===== config.mk =====
export PLATFORM = sky130hd
export DESIGN_NAME = unsigned_shift_subtract_divider
export DESIGN_NICKNAME = d
export VERILOG_FILES = /design/src/hdl/usdiv_pkg.sv /design/src/hdl/usdiv_datapath.sv /design/src/hdl/usdiv_ctrl.sv /design/src/hdl/unsigned_shift_subtract_divider.sv
export VERILOG_INCLUDE_DIRS = /design/src /design/src/hdl
export SDC_FILE = /design/constraint.sdc
export NUM_CORES = 1
export LEC_CHECK = 0
export ABC_AREA = 1
export BUFFER_PORTS_ARGS = -buffer_cell sky130_fd_sc_hd__buf_4
export CAP_MARGIN = 15
export CORE_MARGIN = 2
export CORE_UTILIZATION = 35
export CTS_CLUSTER_DIAMETER = 40
export DETAILED_ROUTE_END_ITERATION = 10
export GPL_ROUTABILITY_DRIVEN = 0
export PLACE_DENSITY_LB_ADDON = 0.25
export SYNTH_ARGS = -nofsm -noshare
export SYNTH_HDL_FRONTEND = slang
export SYNTH_HIERARCHICAL = 1
export SYNTH_SLANG_ARGS = --single-unit

===== constraint.sdc =====
create_clock -name clk -period 3.2 [get_ports clk]
set_input_delay 0 -clock clk [delete_from_list [all_inputs] [get_ports clk]]
set_output_delay 0 -clock clk [all_outputs]
set_load 0.1 [all_outputs]

===== src/hdl/unsigned_shift_subtract_divider_defines.svh =====
// assertion macros for the unsigned shift-subtract divider
// used by the top level only, expects clk and rst_n in scope
`ifndef UNSIGNED_SHIFT_SUBTRACT_DIVIDER_DEFINES_SVH
`define UNSIGNED_SHIFT_SUBTRACT_DIVIDER_DEFINES_SVH

// same-cycle implication
`define USDIV_ASSERT_NOW(label, ante, cons, msg) \
    label: assert property (@(posedge clk) disable iff (!rst_n) (ante) |-> (cons)) \
        else $error(msg);

// next-cycle implication
`define USDIV_ASSERT_NEXT(label, ante, cons, msg) \
    label: assert property (@(posedge clk) disable iff (!rst_n) (ante) |=> (cons)) \
        else $error(msg);

`endif


===== src/hdl/usdiv_pkg.sv =====
// shared constants and types for the unsigned shift-subtract divider
// no dependencies
`default_nettype none

package usdiv_pkg;

    localparam int WIDTH = 32;
    localparam int CNT_W = $clog2(WIDTH);

    typedef logic [WIDTH-1:0] word_t;

    // controller to datapath commands
    typedef struct packed {
        logic load;
        logic step;
        logic publish;
    } usdiv_cmd_t;

endpackage

`default_nettype wire


===== src/hdl/usdiv_datapath.sv =====
// datapath of the divider: partial remainder, quotient shift register, result registers
// depends on usdiv_pkg
`default_nettype none

module usdiv_datapath
    import usdiv_pkg::*;
(
    input  wire logic       clk,
    input  wire usdiv_cmd_t cmd,
    input  wire word_t      dividend,
    input  wire word_t      divisor,
    output word_t           quotient,
    output word_t           remainder,
    output logic            div_by_zero
);

    word_t rem_reg;
    word_t quo_reg;
    word_t div_reg;
    logic  dz_reg;

    word_t quotient_reg;
    word_t remainder_reg;
    logic  div_by_zero_reg;

    logic [WIDTH:0]   shifted;
    logic [WIDTH+1:0] diff;
    logic             ge;
    word_t            rem_next;
    word_t            quo_next;

    // quo_reg holds the remaining dividend bits at the top and quotient bits at the bottom
    always_comb
    begin
        shifted  = {rem_reg, quo_reg[WIDTH-1]};
        diff     = {1'b0, shifted} - {2'b00, div_reg};
        ge       = ~diff[WIDTH+1];
        rem_next = ge ? diff[WIDTH-1:0] : shifted[WIDTH-1:0];
        quo_next = {quo_reg[WIDTH-2:0], ge};
    end

    always_ff @(posedge clk)
    begin
        if (cmd.load)
        begin
            rem_reg <= '0;
            quo_reg <= dividend;
            div_reg <= divisor;
            dz_reg  <= (divisor == '0);
        end
        else if (cmd.step)
        begin
            rem_reg <= rem_next;
            quo_reg <= quo_next;
        end

        // a zero divisor runs through the same loop: all ones and the dividend fall out
        if (cmd.publish)
        begin
            quotient_reg    <= quo_next;
            remainder_reg   <= rem_next;
            div_by_zero_reg <= dz_reg;
        end
    end

    assign quotient    = quotient_reg;
    assign remainder   = remainder_reg;
    assign div_by_zero = div_by_zero_reg;

endmodule

`default_nettype wire


===== src/hdl/usdiv_ctrl.sv =====
// controller of the divider: accepts a transaction, counts the bit steps, fires done
// depends on usdiv_pkg
`default_nettype none

module usdiv_ctrl
    import usdiv_pkg::*;
(
    input  wire logic  clk,
    input  wire logic  rst_n,
    input  wire logic  start,
    output logic       busy,
    output logic       done,
    output usdiv_cmd_t cmd
);

    typedef enum logic {
        ST_IDLE,
        ST_CALC
    } state_t;

    state_t           state_reg;
    state_t           state_next;
    logic [CNT_W-1:0] cnt_reg;
    logic [CNT_W-1:0] cnt_next;
    logic             busy_reg;
    logic             busy_next;
    logic             done_reg;
    logic             done_next;
    logic             last;

    assign last = (cnt_reg == CNT_W'(WIDTH - 1));

    always_comb
    begin
        state_next  = state_reg;
        cnt_next    = cnt_reg;
        busy_next   = busy_reg;
        done_next   = 1'b0;
        cmd         = '0;
        unique case (state_reg)
            ST_IDLE:
            begin
                if (start)
                begin
                    cmd.load   = 1'b1;
                    cnt_next   = '0;
                    busy_next  = 1'b1;
                    state_next = ST_CALC;
                end
            end
            ST_CALC:
            begin
                cmd.step = 1'b1;
                cnt_next = cnt_reg + 1'b1;
                if (last)
                begin
                    cmd.publish = 1'b1;
                    done_next   = 1'b1;
                    busy_next   = 1'b0;
                    state_next  = ST_IDLE;
                end
            end
            default:
            begin
                state_next = ST_IDLE;
                busy_next  = 1'b0;
            end
        endcase
    end

    always_ff @(posedge clk or negedge rst_n)
    begin
        if (!rst_n)
        begin
            state_reg <= ST_IDLE;
            cnt_reg   <= '0;
            busy_reg  <= 1'b0;
            done_reg  <= 1'b0;
        end
        else
        begin
            state_reg <= state_next;
            cnt_reg   <= cnt_next;
            busy_reg  <= busy_next;
            done_reg  <= done_next;
        end
    end

    assign busy = busy_reg;
    assign done = done_reg;

endmodule

`default_nettype wire


===== src/hdl/unsigned_shift_subtract_divider.sv =====
// Unsigned restoring divider, 32-bit operands. A transaction is taken when start is high
// and busy is low. The quotient takes one bit per clock from a single subtract-and-compare
// stage iterated once per quotient bit. done rises at the edge that ends the last step and is
// high for that one cycle only; quotient, remainder and div_by_zero are registered with it and
// hold until the next done. They are taken at the edge that ends that cycle. The receiver
// cannot stall and must capture them then. busy falls as done rises, so a new transaction can
// start in the done cycle. A zero divisor returns all ones as quotient and the dividend as
// remainder, with div_by_zero set.
// depends on usdiv_pkg, usdiv_ctrl, usdiv_datapath and the defines header
`default_nettype none

`include "unsigned_shift_subtract_divider_defines.svh"

module unsigned_shift_subtract_divider
    import usdiv_pkg::*;
(
    input  wire logic  clk,
    input  wire logic  rst_n,
    input  wire logic  start,
    output logic       busy,
    input  wire word_t dividend,
    input  wire word_t divisor,
    output logic       done,
    output word_t      quotient,
    output word_t      remainder,
    output logic       div_by_zero
);

    usdiv_cmd_t cmd;

    usdiv_ctrl u_ctrl (
        .clk   (clk),
        .rst_n (rst_n),
        .start (start),
        .busy  (busy),
        .done  (done),
        .cmd   (cmd)
    );

    usdiv_datapath u_datapath (
        .clk         (clk),
        .cmd         (cmd),
        .dividend    (dividend),
        .divisor     (divisor),
        .quotient    (quotient),
        .remainder   (remainder),
        .div_by_zero (div_by_zero)
    );

    `USDIV_ASSERT_NEXT(a_accept_busy, start && !busy, busy, "busy not raised after accept")
    `USDIV_ASSERT_NEXT(a_done_single, done, !done, "done lasted more than one cycle")
    `USDIV_ASSERT_NOW(a_done_busy_fell, done, $fell(busy), "done without busy falling")
    `USDIV_ASSERT_NOW(a_dz_all_ones, done && div_by_zero, quotient == '1,
                      "divide by zero quotient not all ones")

endmodule

`default_nettype wire

Word-level counts from Yosys, hierarchy flattened:

Cells that the tools add are included.

* register bits after elaboration: 170
* input bits: 67
* logic and storage cells: 36
* output and inout bits: 67

* add/subtract/negate cells: 2
* bitwise gates (word level): 2
* multiplexer cells: 15
* equality and inequality tests: 3
* reductions and logical operators: 3

Operators with widths (count)
* $mux W32: 3
* $sub A33 B32 Y34: 1
* $logic_not A32 Y1: 1
* $pmux W5 S2: 1
* $mux W1: 7
* $add A5 B1 Y5 const B: 1
* $eq A5 B5 Y1 const B: 1
* $mux W5: 1
* $ne A2 B2 Y1 const B: 2
* $pmux W1 S2: 2
* $mux W2: 1
* $not A1 Y1: 2
* $reduce_and A2 Y1: 1
* $reduce_bool A2 Y1: 1

Logic depth before layout (Yosys ltp):

* word-level depth: 5
* mapped depth: 19
* gate-level depth less buffers: 17

Modules after synthesis:

Netlist, hierarchy kept.

By module, submodules not included
* usdiv_datapath: area each 8554.5 um^2, cells an instance 1014, times used 1
* usdiv_ctrl: area each 432.9 um^2, cells an instance 48, times used 1

Least setup slack after synthesis:

No wires, ideal clock.

* path kind: register -> register
* from: reg u_ctrl.state_reg
* to: reg u_datapath.quo_reg[0], enable pin
* slack: 218 ps
* stages on the path, launching flop included: 9
* arrival: 2596 ps
* buffers on the path: 3
* cell sequence: dfrtp_1 > buf_6 > inv_4 > nand2_4 > inv_1 > clkbuf_1 > nor2_1 > clkbuf_1 > inv_1

RTL lines
* start, declared: line usdiv_ctrl.sv:21 `state_t state_reg;`
* start signal, assigned: line usdiv_ctrl.sv:82 `state_reg <= state_next;`
* end signal, assigned: line usdiv_datapath.sv:47 `quo_reg <= dividend;`
* end signal, assigned: line usdiv_datapath.sv:54 `quo_reg <= quo_next;`
* end, declared: line usdiv_datapath.sv:18 `word_t quo_reg;`

Worst setup path in the final report:

* from: reg u_datapath.div_reg[26]
* to: reg u_datapath.remainder_reg[29] (netlist: u_datapath/remainder[29]), data pin

* cells in the longest elaborated chain, start to end: 2

Ends and longest elaborated chain
* start, declared: line usdiv_datapath.sv:19 `word_t div_reg;`
* start signal, assigned: line usdiv_datapath.sv:48 `div_reg <= divisor;`
* $sub A33 B32 Y34: line usdiv_datapath.sv:36 `diff = {1'b0, shifted} - {2'b00, div_reg};`
* $mux W32: line usdiv_datapath.sv:38 `rem_next = ge ? diff[WIDTH-1:0] : shifted[WIDTH-1:0];`
* net u_datapath.rem_next[29]: line usdiv_datapath.sv:29 `word_t rem_next;`
* end signal, assigned: line usdiv_datapath.sv:61 `remainder_reg <= rem_next;`
* end, declared: line usdiv_datapath.sv:23 `word_t remainder_reg;`

The timed path passes the listed nets, and every way through them passes these cells.
A chain may end at the register's enable or synchronous reset.

==> impl_metrics.ini <==
[status]
status = finished, final reports clean

[clock_tree]
clk_latency_ns = 0.43
clock_path_buffers = 2
root_buffer = clkbuf_16
cts_resized = 0
clk_pin_slew_worst_paths_ns = 0.07
cts_buffers = 17
cts.sinks = 170
cts_setup_buffers = 0
cts_max_level = 4
tritoncts = yes

[synth]
ys_seq_area_share_pct = 52.8
ys.warnings.count = 6
yosys_register_bits = 170
syn_nets = 1165
ys.flop_type = edfxtp_1
synth_area_um2 = 8990
synth_async_sr_flop_share_pct = 4.71
synth_area_leader_cell = edfxtp_1
ys_types = 37
syn_inst = 1062
avgSynthCellArea_um2 = 8.46
synth_edf_count = 130
yosys.area.top_type_share_pct = 43.4
synthTopCellsByArea = edfxtp_1 (43%), nand2_1 (18%), dfxtp_1 (7.1%), inv_1 (6.2%), ha_1 (4.9%)

[pwr]
p_sw_mw = 4.91
power_mw = 11.1
p_leak_nw = 5.65
p_seq_share_pct = 33.4
p_int_mw = 6.18
power.clock.fraction_pct = 19.6
power_density_nw_per_um2 = 956
ir_worst_vdd_mv = 0.306
swShare_pct = 44.3
pwr-share-comb_pct = 46.9

[finish]
diodes = 0
fin_nets = 1367
area_growth_pct = 29.1
fin_util_pct = 46.1
fillCellCount = 2448
final_common_cell = nand2_1
layout_common_cells = nand2_1 (440), inv_1 (147), buf_4 (138)
layout-drive-gt1-share_pct = 20.4

[setup_path]
crit_fanout = 37
critPathCaptureType = flip-flop
setup.worst_path.start_class = flip-flop
arrival_ns = 2.90
worstSetupPathType = reg -> reg
cp.required_ns = 3.38

[flow_run]
max_cap_viol_count = 0

[grt]
grt_pass1_vias = 6949
gr-total-overflow = 0
antenna_found_initial = 0
grt_max_degree = 56
track_usage_pct = 17.1
grt_pass1_wl_mm = 35.8

[sta]
hold_slack_ns = 0.292
hold_viol = 0
fin_setup_tns_ns = 0
period_share_pct = 84.8
clock.fmax_mhz = 369
tightest_slew_ns = 0.979
maxSlewViolCount = 0
fin_crit_ns = 2.71
finClkSkew_ns = 0.0115
max_slew_margin_pct = 34.6
setup_viol = 0
rsz0062_at_grt = no

[detailed_routing]
drt_wl_total_mm = 22.3
first_iter_violations = 458
vias = 7284
viasPerCell = 4.53
route.detailed.drc = 0
ant_nets = 0
dr.pass1.iters = 5
routedWlPerCell_um = 13.9

[place]
dp_hpwl_mm = 16.6
io_buffers = 133

[die]
dieHeight_um = 164
core_um2 = 25200
fp-row-count = 58
fp.dieW_um = 164
initial_utilization_pct = 35.7
fp.dieArea_um2 = 27000
ios = 134

[min_path]
hp-class = in -> reg
-- Yosys cell counts (3+ instances only) --
library cell,count
edfxtp_1,130
nor4_1,8
buf_2,3
nand2_1,440
o21ai_0,3
buf_4,3
a21oi_2,3
xor2_1,14
nand2_2,56
ha_1,35
dfxtp_1,32
inv_2,9
buf_6,7
nand4_1,8
dfrtp_1,8
a21oi_1,20
nor2_1,39
nor2_2,4
clkbuf_1,10
nor2_4,3
and2_1,11
inv_1,149
nand3_1,45
nor3_1,4
-- critical path, cell delays in order, from the launching register on --
cell,delay [ns]
edfxtp_1,0.36
inv_1,0.07
ha_1,0.28
a21oi_1,0.27
o21ai_1,0.13
nand2_1,0.08
nand3_1,0.14
nor2_4,0.20
nand2_8,0.19
inv_4,0.41
nand2_1,0.13
and2_1,0.19
-- metrics by stage --
stage,instances,setup slack [ns],instance area (um2)
2_1_floorplan,1062,0.218,8990
3_3_place_gp,1508,0.536,10300
3_5_place_dp,1508,0.489,10300
4_1_cts,1607,0.466,11600
5_1_grt,1607,0.248,11600
6_report,1607,0.487,11600
-- power groups by stage --
stage | Clock, mW | Sequential (mW) | Combinational [mW]
after CTS | 2.25 | 3.71 | 5.23
after global routing | 2.33 | 3.79 | 5.93
final | 2.18 | 3.71 | 5.21
after detailed placement | 0 | 3.75 | 5.14
after floorplan | 0 | 4.10 | 3.61
after global placement | 0 | 3.73 | 5.09
-- worst paths after layout --
kind	start	end	slack, ns	cells past startpoint
max	u_datapath/div_reg[26]	u_datapath/remainder[29]	0.49	11
min	divisor[22]	u_datapath/div_reg[22]	0.29	2
max reg2reg	u_datapath/div_reg[26]	u_datapath/remainder[29]	0.49	11
min reg2reg	u_datapath/dz_reg	u_datapath/div_by_zero	0.42	0
max in group asynchronous	rst_n	u_ctrl/state_reg	2.38	3
min in group asynchronous	rst_n	u_ctrl/done	0.55	3
-- per-layer routing --
metal  up-vias  GRT usage [%]  wire length, um
met3        20           2.90             1350
met4         0           4.43              271
met2       245           27.0             9800
met5         -              0                0
met1      3284           24.4            10900
li1       3735              -                -
-- layout make-up --
cell class / instances / area (um2) / share of cell area [%]
Sequential cell: 170 / 4740 / 40.9
Multi-Input combinational cell: 709 / 3490 / 30.1
Timing Repair Buffer: 206 / 1730 / 14.9
Inverter: 160 / 606 / 5.22
Clock buffer: 17 / 425 / 3.67
Tap cell: 330 / 413 / 3.56
Clock inverter: 15 / 199 / 1.71
-- cells by family after synthesis --
family	after synthesis	synth area share, %
xor gates and xnor gates	15	1.46
adders and majority gates	36	5.10
AOI/OAI and AO/OA	31	1.99
and+or+nand+nor	627	30.2
DFF	170	52.8
buffers and inverters	183	8.45
-- timing repair --
action | 4_1_cts | 5_1_grt
hold endpoints to repair | 80 | 0
setup endpoints to repair | 0 | 0
hold buffers | 67 | 0
Note: power is estimated with default switching activity, not from simulation.
